## src/hdl/ncw_pkg.sv

```systemverilog
`default_nettype none
// ----------------------------------------------------------------------------
// ncw_pkg: shared constants and types of the nearest codeword encoder
// Sizes, command and mode codes, register indexes and the structs that run
// between the top level and the codeword cells.
// ----------------------------------------------------------------------------
package ncw_pkg;

  localparam int ENTRIES     = 64;
  localparam int MAX_LENGTH  = 8;
  localparam int SAMPLE_BITS = 16;

  localparam int ENTRY_BITS = (ENTRIES > 1) ? $clog2(ENTRIES) : 1;
  localparam int ELEM_BITS  = (MAX_LENGTH > 1) ? $clog2(MAX_LENGTH) : 1;
  localparam int USED_BITS  = ENTRY_BITS + 1;
  localparam int SEEN_BITS  = $clog2(MAX_LENGTH + 2);
  localparam int SQ_BITS    = 2 * SAMPLE_BITS;
  localparam int DIST_BITS  = 40;

  // Input field widths
  localparam int IDX_W   = 6;
  localparam int ELEM_W  = 3;

  // Configuration register widths and indexes
  localparam int CFG_IDX_W  = 2;
  localparam int CFG_DATA_W = 7;
  localparam logic [CFG_IDX_W-1:0] CFG_MATCH_MODE    = 2'd0;
  localparam logic [CFG_IDX_W-1:0] CFG_ENTRIES_USED  = 2'd1;
  localparam logic [CFG_IDX_W-1:0] CFG_VECTOR_LENGTH = 2'd2;

  localparam logic CMD_LOAD  = 1'b0;
  localparam logic CMD_QUERY = 1'b1;

  localparam logic [1:0] MODE_EXACT = 2'd0;
  localparam logic [1:0] MODE_L2    = 2'd1;
  localparam logic [1:0] MODE_L1    = 2'd2;
  localparam logic [1:0] MODE_NONE  = 2'd3;

  // Best candidate carried along the cell row during the search sweep
  typedef struct packed {
    logic                  found;
    logic [ENTRY_BITS-1:0] idx;
    logic [DIST_BITS-1:0]  score;
  } chain_t;

  // Broadcast control from the top level to every cell
  typedef struct packed {
    logic                  load_en;
    logic [ENTRY_BITS-1:0] load_entry;
    logic [ELEM_BITS-1:0]  load_elem;
    logic                  query_en;
    logic [ELEM_BITS-1:0]  query_pos;
    logic                  clear;
    logic [1:0]            mode;
  } cell_ctl_t;

endpackage : ncw_pkg
`default_nettype wire

```

## src/hdl/ncw_cell.sv

```systemverilog
`default_nettype none
// ----------------------------------------------------------------------------
// ncw_cell: one codeword cell
// Holds one codeword, its equality flag and its running distance; in the
// search sweep it merges its own candidate into the one from its neighbor.
// ----------------------------------------------------------------------------
module ncw_cell (
  input  wire                                   clk,
  input  wire                                   rst_n,
  input  wire  [ncw_pkg::ENTRY_BITS-1:0]        cell_id,
  input  wire  [ncw_pkg::USED_BITS-1:0]         used,
  input  wire  ncw_pkg::cell_ctl_t              ctl,
  input  wire  signed [ncw_pkg::SAMPLE_BITS-1:0] sample,
  input  wire  ncw_pkg::chain_t                 chain_in,
  output ncw_pkg::chain_t                       chain_out
);
  import ncw_pkg::*;

  logic signed [SAMPLE_BITS-1:0] word_r [MAX_LENGTH];
  logic [DIST_BITS-1:0]          dist_r, dist_nxt;
  logic                          eq_r, eq_nxt;
  chain_t                        chain_r, chain_nxt;

  logic signed [SAMPLE_BITS:0]   diff;
  logic [SAMPLE_BITS-1:0]        mag;
  logic [SQ_BITS-1:0]            sq;
  logic                          active;
  logic                          take;

  // Codeword storage; undefined until loaded
  always_ff @(posedge clk) begin
    if (ctl.load_en && ctl.load_entry == cell_id) begin
      word_r[ctl.load_elem] <= sample;
    end
  end

  always_comb begin
    diff = {sample[SAMPLE_BITS-1], sample}
         - {word_r[ctl.query_pos][SAMPLE_BITS-1], word_r[ctl.query_pos]};
    mag  = diff[SAMPLE_BITS] ? SAMPLE_BITS'(-diff) : diff[SAMPLE_BITS-1:0];
    sq   = mag * mag;
  end

  always_comb begin
    dist_nxt = dist_r;
    eq_nxt   = eq_r;
    if (ctl.clear) begin
      dist_nxt = '0;
      eq_nxt   = 1'b1;
    end else if (ctl.query_en) begin
      if (diff != '0) begin
        eq_nxt = 1'b0;
      end
      case (ctl.mode)
        MODE_L2: dist_nxt = dist_r + DIST_BITS'(sq);
        MODE_L1: dist_nxt = dist_r + DIST_BITS'(mag);
        default: dist_nxt = dist_r;
      endcase
    end
  end

  always_ff @(posedge clk) begin
    if (!rst_n) begin
      dist_r <= '0;
      eq_r   <= 1'b1;
    end else begin
      dist_r <= dist_nxt;
      eq_r   <= eq_nxt;
    end
  end

  // Merge own candidate into the incoming best; lowest index wins ties
  always_comb begin
    active = {1'b0, cell_id} < used;
    if (ctl.mode == MODE_EXACT) begin
      take = active && !chain_in.found && eq_r;
    end else begin
      take = active && (!chain_in.found || dist_r < chain_in.score);
    end
    if (take) begin
      chain_nxt.found = 1'b1;
      chain_nxt.idx   = cell_id;
      chain_nxt.score = dist_r;
    end else begin
      chain_nxt = chain_in;
    end
  end

  always_ff @(posedge clk) begin
    chain_r <= chain_nxt;
  end

  assign chain_out = chain_r;

endmodule : ncw_cell
`default_nettype wire

```

## config.mk

```make
export PLATFORM = sky130hd
export DESIGN_NAME = ncw_cell
export DESIGN_NICKNAME = d
export VERILOG_FILES = /design/src/hdl/ncw_pkg.sv /design/src/hdl/ncw_cell.sv
export SDC_FILE = /design/constraint.sdc
export NUM_CORES = 1
export LEC_CHECK = 0
export ABC_CLOCK_PERIOD_IN_PS = 17600
export BUFFER_PORTS_ARGS = -buffer_cell sky130_fd_sc_hd__buf_2
export CAP_MARGIN = 20
export CORE_MARGIN = 2
export CORE_UTILIZATION = 25
export CTS_CLUSTER_SIZE = 24
export DETAILED_ROUTE_END_ITERATION = 10
export PLACE_DENSITY = 0.36
export SYNTH_ARGS = -nofsm -noshare
export SYNTH_HDL_FRONTEND = slang
export SYNTH_SLANG_ARGS = --single-unit
```

## constraint.sdc

```tcl
create_clock -name clk -period 17.6 [get_ports clk]
set_input_delay 4.4 -clock clk [delete_from_list [all_inputs] [get_ports clk]]
set_output_delay 4.4 -clock clk [all_outputs]
set_load 0.02 [all_outputs]
```

Word-level counts from Yosys, hierarchy flattened:

Memories as Yosys holds them, arrays and structs flattened.
Cells that the tools add are included.

* register bits after elaboration: 88
* memory bits (writable): 128
* input port bits: 95
* output and inout bits: 47
* logic and storage cells: 35
* memories kept: 1

* add/subtract/negate cells: 4
* $mul: 1
* magnitude comparators: 2
* eq/ne operators: 3
* muxes and demuxes: 6
* bitwise operators: 1
* reduce and logical (&&, ||, !) cells: 12

Memories
* word_r: depth 8, bits a word 16, read ports 1, clocked after memory_dff 0, wr ports 1, RTL line ncw_cell.sv:19 `logic signed [SAMPLE_BITS-1:0] word_r [MAX_LENGTH];`

Operators with widths (count)
* case mux 40 bit (2 select lines): 1
* 2-to-1 mux 46 bit: 1
* adder 40 x 16 -> 40 bit: 1
* adder 40 x 32 -> 40 bit: 1
* less-than comparator 40 bit: 1
* multiplier 16 x 16 -> 32 bit: 1
* nonzero test 17 bit: 1
* subtractor 16 x 16 -> 17 bit: 1
* 2-to-1 mux 16 bit: 1
* negator 16 bit: 1
* less-than comparator 6 x 7 -> 1 bit: 1
* equality test 6 bit: 1
* logical AND 1 bit: 4
* AND reduction 2 bit: 2
* 2-to-1 mux 1 bit: 3
* equality test 2 x 1 -> 1 bit, second input constant: 1
* equality test 2 bit, second input constant: 1
* logical NOT 2 bit: 1
* nonzero test 2 bit: 1
* OR reduction 2 bit: 1
* logical NOT 1 bit: 1
* logical OR 1 bit: 1
* inverter 1 bit: 1

Logic depth before layout (Yosys ltp):

Gate-level depths: netlist of run 1.
An unclocked memory read counts as a cell.

* depth in word-level cells: 7
* gate-level depth with buffers: 39
* depth with buffers taken out: 37

Worst setup path after synthesis of run 1:

Ideal clock, no wire load.

* kind: input to register
* start: in ctl[3] in the netlist's numbering
* end: reg dist_r[33]
* setup time: 0.115 ns
* arrival: 13.751 ns
* required time: 17.485 ns
* slack: 3.734 ns
* stages: 36
* buffers on the path: 3
* path through: clkbuf_1 -> buf_1 -> mux4_2 -> mux2i_1 -> ha_1 -> nor2b_1 -> o21a_1 -> or3_1 -> and2_1 -> or4b_4 -> o41a_1 -> xor2_2 -> inv_2 -> buf_6 -> nand2_2 -> fa_1 -> inv_1 -> fa_1 -> inv_1 -> fa_1 -> inv_1 -> fa_1 -> fa_1 -> inv_1 -> fa_1 -> inv_1 -> ha_1 -> a211oi_1 -> o21ai_0 -> a31o_2 -> a21oi_1 -> a21boi_0 -> o221ai_1 -> nand2_1 -> xnor2_1 -> a2111oi_0

* cells in the longest elaborated chain, start to end: 7
* elaborated cells between the ends (all ways): 8
* those cells by class: 4 x add/sub; 1 x mul; 2 x mux; 1 x memory

RTL lines
* start: declaration: RTL line ncw_cell.sv:12 `input wire ncw_pkg::cell_ctl_t ctl,`
* memory (8 x 16 bit) *
* subtractor 16 x 16 -> 17 bit *: RTL line ncw_cell.sv:39 `- {word_r[ctl.query_pos][SAMPLE_BITS-1], word_r[ctl.query_pos]};`
* negator 16 bit: RTL line ncw_cell.sv:40 `mag = diff[SAMPLE_BITS] ? SAMPLE_BITS'(-diff) : diff[SAMPLE_BITS-1:0];`
* 2-to-1 mux 16 bit *: RTL line ncw_cell.sv:40
* multiplier 16 x 16 -> 32 bit: RTL line ncw_cell.sv:41 `sq = mag * mag;`
* adder 40 x 32 -> 40 bit: RTL line ncw_cell.sv:55 `MODE_L2: dist_nxt = dist_r + DIST_BITS'(sq);`
* case mux 40 bit (2 select lines) *: RTL line ncw_cell.sv:54 `case (ctl.mode)`
* end signal: assignment: RTL line ncw_cell.sv:67 `dist_r <= dist_nxt;`
* end: declaration: RTL line ncw_cell.sv:20 `logic [DIST_BITS-1:0] dist_r, dist_nxt;`

Every way passes the cells marked *; elsewhere a longest branch is shown, timed or not.
A chain may end at the register's enable or synchronous reset.

Final worst setup path of run 1:

Same ends and word-level chain as after synthesis.

==> summary.md, run 1 <==
Relative to the synthesized area, the layout overhead comes to 13.74%. The post-synthesis mux area share was 4.467%; the vertical extent of the die was 296.2 um. In the final layout, flip-flops and latches occupy 5605 um^2.

The tools report the end point of the worst hold path as eq_r. The logs give 107 for the number of cell rows and 24270 um^2 for the final cell area excluding filler cells. The worst setup path is captured at a register. At the later pin of the worst-skew pair, clock insertion delay measures 0.57 ns. The predominant post-synthesis flop cell was sky130_fd_sc_hd__edfxtp_1.

Gate count after technology mapping: 2233. The number of flip-flops and latches in the synthesized netlist is 216, and the number of standard cells in the layout, taps in and fillers out is 3486. For this block, the routed nets add up to 66950 um of wire. The count of flip-flops with a built-in enable after synthesis came out at 128. The ratio of final minimum period to clock period is 85.22%, and the maximum clock skew at final layout is 0.01946 ns. The largest buffer count on any clock path is 3. The first-pass GRT wire length was 104500 um.

The flow ran to the end, and the final reports show no timing, DRC or antenna violations. The HPWL after detailed placement is 51520 um. Global routing consumed, over all layers together, 15.25% of the routing resources. Leaving out fill and tap cells, the most frequent cell in the layout is sky130_fd_sc_hd__inv_1. For the number of filler instances in the final layout, the log shows 8974. TritonCTS built the clock tree.

Worst min-delay path category: reg2reg. The CTS buffer count is 28. The cell repeated most along the worst path is sky130_fd_sc_hd__fa_1. The final hold violation count was 0. Cells fill 28.60% of the core in the end. The final-layout setup total negative slack was 0 ns. For the area of the core region, the log shows 84880 um^2. In the layout the commonest cells are 372 x sky130_fd_sc_hd__inv_1, 194 x sky130_fd_sc_hd__fa_1, 182 x sky130_fd_sc_hd__ha_1. For the worst setup path, the data required time is 18.06 ns. Of the total synthesized cell area, the portion taken by XOR and XNOR cells is 3.224%.

The number of H-tree levels was 1; the worst path arrival time was 15.46 ns. The run gives 0 as the max-slew violation count. After detailed routing, the average wire length per cell comes to 19.21 um.

In the routed design, unresolved DRC markers number 0. The number of antenna diodes in the final layout is 0. The delay of the slowest cell on the worst path came out at 0.82 ns.

For the mapped cell area, the log shows 21340 um^2. Summing the areas of all fa, ha and maj instances in the mapped netlist gives 28.93% of the synthesized area. The endpoint identified for the worst register-to-register timing path is dist_r[33]. The tools report the effective utilization at floorplan as 25.14%.

The share of the yosys chip area belonging to registers came out at 26.26%. The setup check on the worst reg-to-reg path leaves a slack of 6.76 ns. The worst setup path is launched from an input port. The share of flip-flops with an asynchronous set or reset is 0%, and the pin count of the biggest net entering global routing is 93.

The routed layout has 16830 vias. Averaged over all synthesized cells, the footprint is 9.557 um^2. The first detailed-routing pass ran for 7 iterations. Clock tree synthesis selected as its root buffer the cell sky130_fd_sc_hd__clkbuf_16. Measured against its own limit, the worst slew margin works out to 24.84%. At the end of routability-driven placement, the weighted congestion stood at 0.8039.

The number of clock sinks is 216. The logs give 87720 um^2 for the die area and 3435 for the cell count after placement. The Yosys step of the flow raised 0 warnings. Critical path start-end classification: in2reg.

The number of gates resized after cts was 0; the number of distinct standard cells referenced by the synthesized netlist was 84. The post-layout minimum cycle time was 15.00 ns. The proportion of layout cells with a drive suffix above 1 is 12.55%, and the initial antenna violation count is 3. The quantity of I/O buffers inserted on ports was 141; the ratio of routed vias to standard cells was 4.828. The tool flagged a number of max-cap violations equal to 0. Once the clock tree was built, the setup fixing pass inserted 0 buffers.

The logs give 0 for the final global-route overflow total and 13930 um^2 for the area taken by multi-input logic gates. The standard cell area after detailed placement was 23360 um^2. The number of cells on the worst reg-to-reg path is 31.

Startpoint of the worst-slack reg-to-reg timing path: word_r[3][1]. Setup violations remaining at the end of the flow were counted as 0. The worst hold path begins at eq_r. 142 I/O pins were placed. The run gives 2793 as the number of nets at the end of the flow. After clock tree synthesis, the clock-pin slew on the worst setup and hold paths is 0.06 ns. The number of global-route vias before repair is 17570, and the largest driver fanout on the critical path is 20.

Dominant combinational cell family by area after synthesis: adder cells. Buffers inserted to repair hold after CTS numbered 0. The synthesized netlist devotes 11.74% of its cell area to simple gates. First element of the critical path: ctl[3]. The tools report the number of nets in the synthesized netlist as 2705.

In this run the remaining antenna-violating nets after routing total 0. For the pin with the worst max-slew slack, the measured transition is 1.127 ns. The hold-critical path depth is 1, and the x dimension of the die is 296.2 um. The slowest stage of the critical path is the sky130_fd_sc_hd__clkinv_1 cell. The highest clock frequency the design can meet is 0.06667 GHz.

DRC marker count from the first detailed-route iteration: 895. Setup repair after global routing left no endpoint under its margin. The synthesized netlist devotes 16.44% of its cell area to compound gates.
## Yosys cell counts, types with 56 or more instances
cell type / count / area (um^2)
sky130_fd_sc_hd__inv_1: 373 / 1400
sky130_fd_sc_hd__fa_1: 194 / 3884
sky130_fd_sc_hd__ha_1: 183 / 2290
sky130_fd_sc_hd__nor2_1: 142 / 533.0
sky130_fd_sc_hd__nand2_1: 137 / 514.2
sky130_fd_sc_hd__edfxtp_1: 128 / 3844
sky130_fd_sc_hd__clkbuf_1: 93 / 349.1
sky130_fd_sc_hd__dfxtp_1: 88 / 1762
sky130_fd_sc_hd__a21oi_1: 87 / 435.4
sky130_fd_sc_hd__a211oi_1: 77 / 578.1
sky130_fd_sc_hd__nand4_1: 62 / 387.9
sky130_fd_sc_hd__nor3_1: 62 / 310.3
sky130_fd_sc_hd__o21ai_0: 57 / 285.3
sky130_fd_sc_hd__a21o_1: 56 / 420.4
## sequential cells by signal (all words and copies together), names as in the netlist
signal     count
eq_r           1
chain_out     47
word_r       128
dist_r        40
## layer usage
| layer | part of all wire, % | track usage [%] | routed length, um | vias up |
|---|---|---|---|---|
| li1 | - | - | - | 8055 |
| met1 | 48 | 21.09 | 31880 | 8301 |
| met2 | 46 | 25.32 | 30690 | 396 |
| met3 | 4.5 | 2.001 | 3007 | 76 |
| met4 | 2.0 | 3.289 | 1358 | 4 |
| met5 | 0.034 | 0 | 23 | - |
## cells by family (layout without fill, tap and decap cells)
kind of cell / Yosys count / after routing
mux: 55 / 55
fa+ha+maj: 377 / 377
xor+xnor: 76 / 76
simple gates: 517 / 517
compound gates: 490 / 490
buf+inv: 502 / 611
flops: 216 / 216
## final cells by class
type,count,area share [%]
clock buffers,37,3.237
multi-input cells,1515,57.39
well taps,1144,5.897
inverters,388,6.010
repair buffers,172,3.856
clock inverters,14,0.5206
flip-flops and latches,216,23.09
## worst max-delay path: cells and delay by family
family | cells | cell delay (ns)
compound gates | 10 | 2.74
xor+xnor | 2 | 0.96
fa+ha+maj | 8 | 3.62
buf+inv | 6 | 1.84
mux | 2 | 0.74
simple gates | 4 | 1.08
## worst max-delay path by stage
stage | cells past startpoint | endpoint
finish | 32 | dist_r[33]
global route | 32 | dist_r[33]
CTS | 31 | dist_r[36]
detailed placement | 31 | dist_r[36]
global placement | 31 | dist_r[36]
floorplan | 36 | dist_r[33]
## through the flow
| stage | setup slack [ns] | hold WS [ns] |
|---|---|---|
| floorplan | 3.734 | 0.4214 |
| finish | 2.600 | 0.5391 |
| global placement | 2.005 | 0.5087 |
| global route | 1.780 | 0.5637 |
| CTS | 2.518 | 0.5311 |
| detailed placement | 1.927 | 0.5152 |
Power of run 1 is not shown: default switching activity piles up to over one toggle a cycle in this logic, so the estimate is an artifact.
==> inputs of run 2 (changes only) <==
--- a/config.mk
+++ b/config.mk
@@ -5,7 +5,7 @@
 export SDC_FILE = /design/constraint.sdc
 export NUM_CORES = 1
 export LEC_CHECK = 0
-export ABC_CLOCK_PERIOD_IN_PS = 17600
+export ABC_CLOCK_PERIOD_IN_PS = 18400
 export BUFFER_PORTS_ARGS = -buffer_cell sky130_fd_sc_hd__buf_2
 export CAP_MARGIN = 20
 export CORE_MARGIN = 2
==> constraint.sdc (replaced) <==
create_clock -name clk -period 18.4 [get_ports clk]
set_input_delay 4.6 -clock clk [delete_from_list [all_inputs] [get_ports clk]]
set_output_delay 4.6 -clock clk [all_outputs]
set_load 0.02 [all_outputs]
==> summary.md, run 2 (synthesized netlist as in run 1, its figures left out) <==
Register with the most flip-flops: word_r. The initial antenna violation count is 3 (unchanged), and the ratio of final minimum period to clock period is 82.45%. The vertical extent of the die was 296.2 um (unchanged). The worst hold path belongs to the class reg2reg.

The tools report the total number of vias as 16770 (-0.37%). First-pass GRT wire length: 103300 um (-1.1%). The clock-pin slew reported for the worst setup and hold paths after clock tree synthesis was 0.06 ns (about the same); the count of antenna-violating nets left after detailed routing was 0 (unchanged).

Cell repeated most along the worst path: sky130_fd_sc_hd__fa_1. The worst slew slack as a fraction of its limit is 25.91% (+1.1 points). The number of buffers and inverters on the critical path was 6 (unchanged); the delay of the slowest cell on the worst path was 0.85 ns (+0.03 ns). The tools report the estimated wirelength of the detail-placed design as 51050 um (-0.92%).

The area taken by flip-flops and latches was 5605 um^2 (unchanged); the worst-margin pin slew was 1.111 ns (-0.01600 ns). The critical path start-end classification is in2reg. The residual DRC count came out at 0 (unchanged). The CTS buffer count is 28 (unchanged).

The number of buffers added for setup after CTS is 0 (unchanged), and the total I/O pin count is 142 (unchanged). The flip-flop count of the largest register after layout is 128 (unchanged). TritonCTS built the clock tree. The run gives 9021 (+0.52%) as the number of filler instances in the final layout. The logs give 7.63 ns (+0.87 ns) for the worst setup slack for register-to-register paths and 66400 um (-0.82%) for the post-detailed-routing wire length. The average wire per standard cell is 19.05 um (-0.82%), and the effective utilization at floorplan is 25.14% (unchanged).

The slowest stage of the critical path belongs to the cell sky130_fd_sc_hd__clkinv_1. The worst path arrival time is 15.62 ns (+0.16 ns). The tree is rooted in a sky130_fd_sc_hd__clkbuf_16. The number of gates resized after cts was 0 (unchanged).

The logs give 3 (unchanged) for the largest buffer count on any clock path and 3486 (unchanged) for the number of standard cells in the layout, taps in and fillers out. Commonest non-fill, non-tap cell in the layout: sky130_fd_sc_hd__inv_1. Number of H-tree levels: 1 (unchanged). The largest driver fanout on the critical path works out to 32 (+60%). The run gives 0 ns (unchanged) as the final-layout setup total negative slack. The hold buffer count at cts is 0 (unchanged), and the highest clock frequency the design can meet is 0.06592 GHz. The weighted congestion at the end of routability-driven global placement came out at 0.8148 (+1.4%). For the maximum clock skew at final layout, the log shows 0.01472 ns (-0.004739 ns).

Setup repair after global routing left no endpoint under its margin. The ratio of routed vias to standard cells came out at 4.810 (-0.37%). Kind of end point of the critical path: a register. The die area was 87720 um^2 (unchanged); the global-route usage over all layers was 15.06% (-0.19 points).

The logs give 107 (unchanged) for the number of cell rows and 13930 um^2 (unchanged) for the area taken by multi-input logic gates. The area of the core region was 84880 um^2 (unchanged); the max-cap check violation count was 0 (unchanged). The run finished with clean final reports. The x dimension of the die came out at 296.2 um (unchanged). The pin count of the biggest net entering global routing was 93 (unchanged). The proportion of layout cells with a drive suffix above 1 was 12.30% (-0.25 points).

The number of global-route vias before repair is 17360 (-1.2%), and the cell count after placement is 3434 (-0.029%). Family with the most delay on the worst path: adder cells. The tools report the DRC marker count from the first detailed-route iteration as 743 (-17%).

The quantity of I/O buffers inserted on ports is 141 (unchanged). The tools report the data required time at the worst endpoint as 18.85 ns (+0.79 ns). From synthesis to final layout, the design area changed by 13.61%.

The logs give 0 (unchanged) for the number of failing setup endpoints in the final timing report and 0 (unchanged) for the final global-route overflow total. The run gives 0 (unchanged) as the max-slew violation count. STA classifies the critical path startpoint as an input port.

The run gives 5 (-2) as the length of the first detailed-routing pass in iterations. The post-layout minimum cycle time was 15.17 ns; the latest clock arrival within the worst-skew pair was 0.57 ns (about the same). The top cell types in the final layout, fill and taps aside, are 372 x sky130_fd_sc_hd__inv_1, 194 x sky130_fd_sc_hd__fa_1, 182 x sky130_fd_sc_hd__ha_1. The number of nets at the end of the flow was 2793 (unchanged).

The tools report the number of clock sinks as 216 (unchanged). The final hold violation count is 0 (unchanged).
-- run 2: cell count changes in the layout (fill, tap and decap cells not counted), sizes merged --
cell,delta
diode,+1
bufinv,-1
clkinvlp,-2
clkbuf,+2
-- run 2: metrics by stage --
step                hold WS, ns  instance area (um^2)  setup slack, ns  utilization (%)
floorplan                0.4214                 21340            4.334                -
global placement         0.4936                 23360            2.607            27.52
detailed placement       0.5016                 23360            2.522            27.52
CTS                      0.5167                 24240            3.129            28.56
global route             0.5257                 24250            2.554            28.57
finish                   0.5185                 24250            3.229            28.57
-- run 2: final cells by class --
cell class                      count  area share, %
Antenna cell                        1        0.01032
Clock buffer                       39          3.313
Clock inverter                     11         0.3303
Inverter                          388          6.017
Multi-Input combinational cell   1515          57.45
Sequential cell                   216          23.12
Tap cell                         1144          5.903
Timing Repair Buffer              172          3.860
-- run 2: final timing paths --
kind / cells past startpoint / end / from
hold reg to reg: 1 / eq_r / eq_r
hold / removal: 1 / eq_r / eq_r
setup reg to reg: 31 / dist_r[33] / word_r[6][1]
setup / recovery: 33 / dist_r[33] / ctl[3]
-- run 2: routing by layer --
metal	up-vias	track usage [%]	wire length [um]
li1	8049	-	-
met1	8259	20.72	31850
met2	384	25.07	30270
met3	73	2.046	2927
met4	4	3.277	1329
met5	-	0	22
Power of run 2 is left out for the same reason.
==> inputs of run 3 (changes only) <==
--- a/config.mk
+++ b/config.mk
@@ -5,14 +5,14 @@
 export SDC_FILE = /design/constraint.sdc
 export NUM_CORES = 1
 export LEC_CHECK = 0
-export ABC_CLOCK_PERIOD_IN_PS = 18400
+export ABC_CLOCK_PERIOD_IN_PS = 13750
 export BUFFER_PORTS_ARGS = -buffer_cell sky130_fd_sc_hd__buf_2
 export CAP_MARGIN = 20
 export CORE_MARGIN = 2
 export CORE_UTILIZATION = 25
 export CTS_CLUSTER_SIZE = 24
 export DETAILED_ROUTE_END_ITERATION = 10
-export PLACE_DENSITY = 0.36
+export PLACE_DENSITY = 0.37
 export SYNTH_ARGS = -nofsm -noshare
 export SYNTH_HDL_FRONTEND = slang
 export SYNTH_SLANG_ARGS = --single-unit
==> constraint.sdc (replaced) <==
create_clock -name clk -period 13.75 [get_ports clk]
set_input_delay 3.4375 -clock clk [delete_from_list [all_inputs] [get_ports clk]]
set_output_delay 3.4375 -clock clk [all_outputs]
set_load 0.02 [all_outputs]
==> summary.md, run 3 (synthesized netlist as in run 1, its figures left out) <==
The number of H-tree levels was 1 (unchanged); the vertical extent of the die was 296.2 um (unchanged). The number of global-route vias before repair was 17750 (+2.3%). For the number of clock sinks, the log shows 216 (unchanged). The run gives 1.701% (-0.34 points) as the met3 capacity usage during global routing.

The worst-margin pin slew works out to 1.165 ns (+0.05373 ns). For the maximum clock skew at final layout, the log shows 0.02456 ns (+0.009839 ns). The weighted congestion at the end of routability-driven global placement is 0.8444 (+3.6%), and the area taken by multi-input logic gates is 13920 um^2 (about the same).

The largest driver fanout on the critical path is 12 (-63%), and the flip-flop count of the largest register after layout is 128 (unchanged). The number of nets at the end of the flow was 2827 (+1.2%); the max-slew violation count was 0 (unchanged). The library cell used most frequently in the layout, excluding fill and tap cells, is sky130_fd_sc_hd__inv_1.

For the worst slew slack as a fraction of its limit, the log shows 22.32% (-3.6 points). Ranked by flip-flop count, first place goes to word_r. From synthesis to final layout, the design area changed by 14.75%. The proportion of layout cells with a drive suffix above 1 works out to 13.51% (+1.2 points). The run gives 26.11% (+1.0 points) as the met2 global-route usage.

The length of the first detailed-routing pass in iterations is 7 (+2), and the first-pass GRT wire length is 103700 um (+0.40%). The average wire per standard cell came out at 18.69 um (-1.9%). The final hold violation count came out at 0 (unchanged).

The worst setup path is launched from an input port. The final-layout setup total negative slack came out at 0 ns (unchanged). The count of antenna-violating nets left after detailed routing came out at 0 (unchanged). After layout, the minimum clock period comes to 12.99 ns.

The x dimension of the die was 296.2 um (unchanged). The tools report the number of buffers added for setup after CTS as 0 (unchanged). The tools report the DRC marker count from the first detailed-route iteration as 812 (+9.3%). The number of gates resized after cts was 0 (unchanged). For the CTS buffer count, the log shows 29 (+3.6%). The run gives 107 (unchanged) as the number of cell rows.

Total I/O pin count: 142 (unchanged). In the layout the commonest cells are 372 x sky130_fd_sc_hd__inv_1, 194 x sky130_fd_sc_hd__fa_1, 182 x sky130_fd_sc_hd__ha_1. The run gives 3 (unchanged) as the largest buffer count on any clock path. The logs give 0 (unchanged) for the hold buffer count at cts and 9083 (+0.69%) for the number of filler instances in the final layout. Effective utilization at floorplan: 25.14% (unchanged). The highest clock frequency the design can meet was 0.07696 GHz. The clock root buffer master was sky130_fd_sc_hd__clkbuf_16. The area of the core region was 84880 um^2 (unchanged); the initial antenna violation count was 2 (-1). The ratio of final minimum period to clock period came out at 94.50%. After global routing, the most crowded layer is met2.

TritonCTS built the clock tree. The worst setup path is of the in2reg kind. The residual DRC count was 0 (unchanged); the ratio of routed vias to standard cells was 4.773 (-0.79%). The global-route usage over all layers was 15.05% (about the same). The area taken by flip-flops and latches is 5605 um^2 (unchanged). The final global-route overflow total was 0 (unchanged). The tools report the max-cap check violation count as 0 (unchanged). Setup repair after global routing left no endpoint under its margin. For the data required time at the worst endpoint, the log shows 14.20 ns (-4.65 ns).

The flow ran to the end, and the final reports show no timing, DRC or antenna violations. For the worst path arrival time, the log shows 13.44 ns (-2.18 ns). Quantity of I/O buffers inserted on ports: 141 (unchanged).

The delay of the slowest cell on the worst path was 0.55 ns (-0.30 ns); the clock-pin slew reported for the worst setup and hold paths after clock tree synthesis was 0.06 ns (about the same). The met1 demand-to-capacity share in global routing was 20.16% (-0.56 points); the latest clock arrival within the worst-skew pair was 0.58 ns (about the same). The die area is 87720 um^2 (unchanged). The total number of vias came out at 16800 (+0.21%). The run gives 0 (unchanged) as the number of failing setup endpoints in the final timing report.

In this run the worst hold path is classified as reg2reg. The slowest stage of the critical path is the sky130_fd_sc_hd__fa_1 cell. Estimated wirelength of the detail-placed design: 51160 um (+0.23%).

The tools report the kind of end point of the critical path as a register. The post-detailed-routing wire length is 65820 um (-0.88%). The run gives 93 (unchanged) as the pin count of the biggest net entering global routing.
==> run 3: cell type report <==
class	count	area share (%)
Timing Repair Buffer	205	4.946
Sequential cell	216	22.89
Antenna cell	1	0.01022
Clock buffer	40	3.254
Inverter	388	5.957
Tap cell	1144	5.845
Clock inverter	12	0.2555
Multi-Input combinational cell	1515	56.84
==> run 3: worst paths after layout <==
check                                   from    endpoint  slack (ns)  cells after the start
worst max-delay path                  ctl[3]  dist_r[33]        0.76                     35
worst min-delay path                    eq_r        eq_r        0.50                      1
worst max register to register  word_r[3][1]  dist_r[33]        3.84                     33
worst min register to register          eq_r        eq_r        0.50                      1
==> run 3: layer usage <==
layer / wire length [um] / part of all wire (%) / up-vias
li1: - / - / 8126
met1: 30570 / 46 / 8216
met2: 31170 / 47 / 390
met3: 2797 / 4.2 / 72
met4: 1287 / 2.0 / 0
met5: 0 / 0 / -
==> run 3: through the flow <==
stage	instance area [um^2]	cells	hold WS, ns	util, %	setup WS (ns)
after floorplan	21340	2233	0.4214	-	0.8467
after global placement	23630	3468	0.4834	27.84	0.2636
after detailed placement	23630	3468	0.4908	27.84	0.2265
after CTS	24490	3520	0.5032	28.85	0.7576
after global routing	24490	3521	0.5394	28.85	0.04961
final	24490	3521	0.5042	28.85	0.7559
==> run 3: worst max-delay path, delay by kind of cell <==
kind / cells / cell delay (ns)
xor+xnor: 2 / 0.31
fa+ha+maj: 8 / 3.77
compound gates: 10 / 3.45
simple gates: 3 / 0.30
mux: 2 / 0.72
buf+inv: 10 / 1.42
Power of run 3 is left out for the same reason.
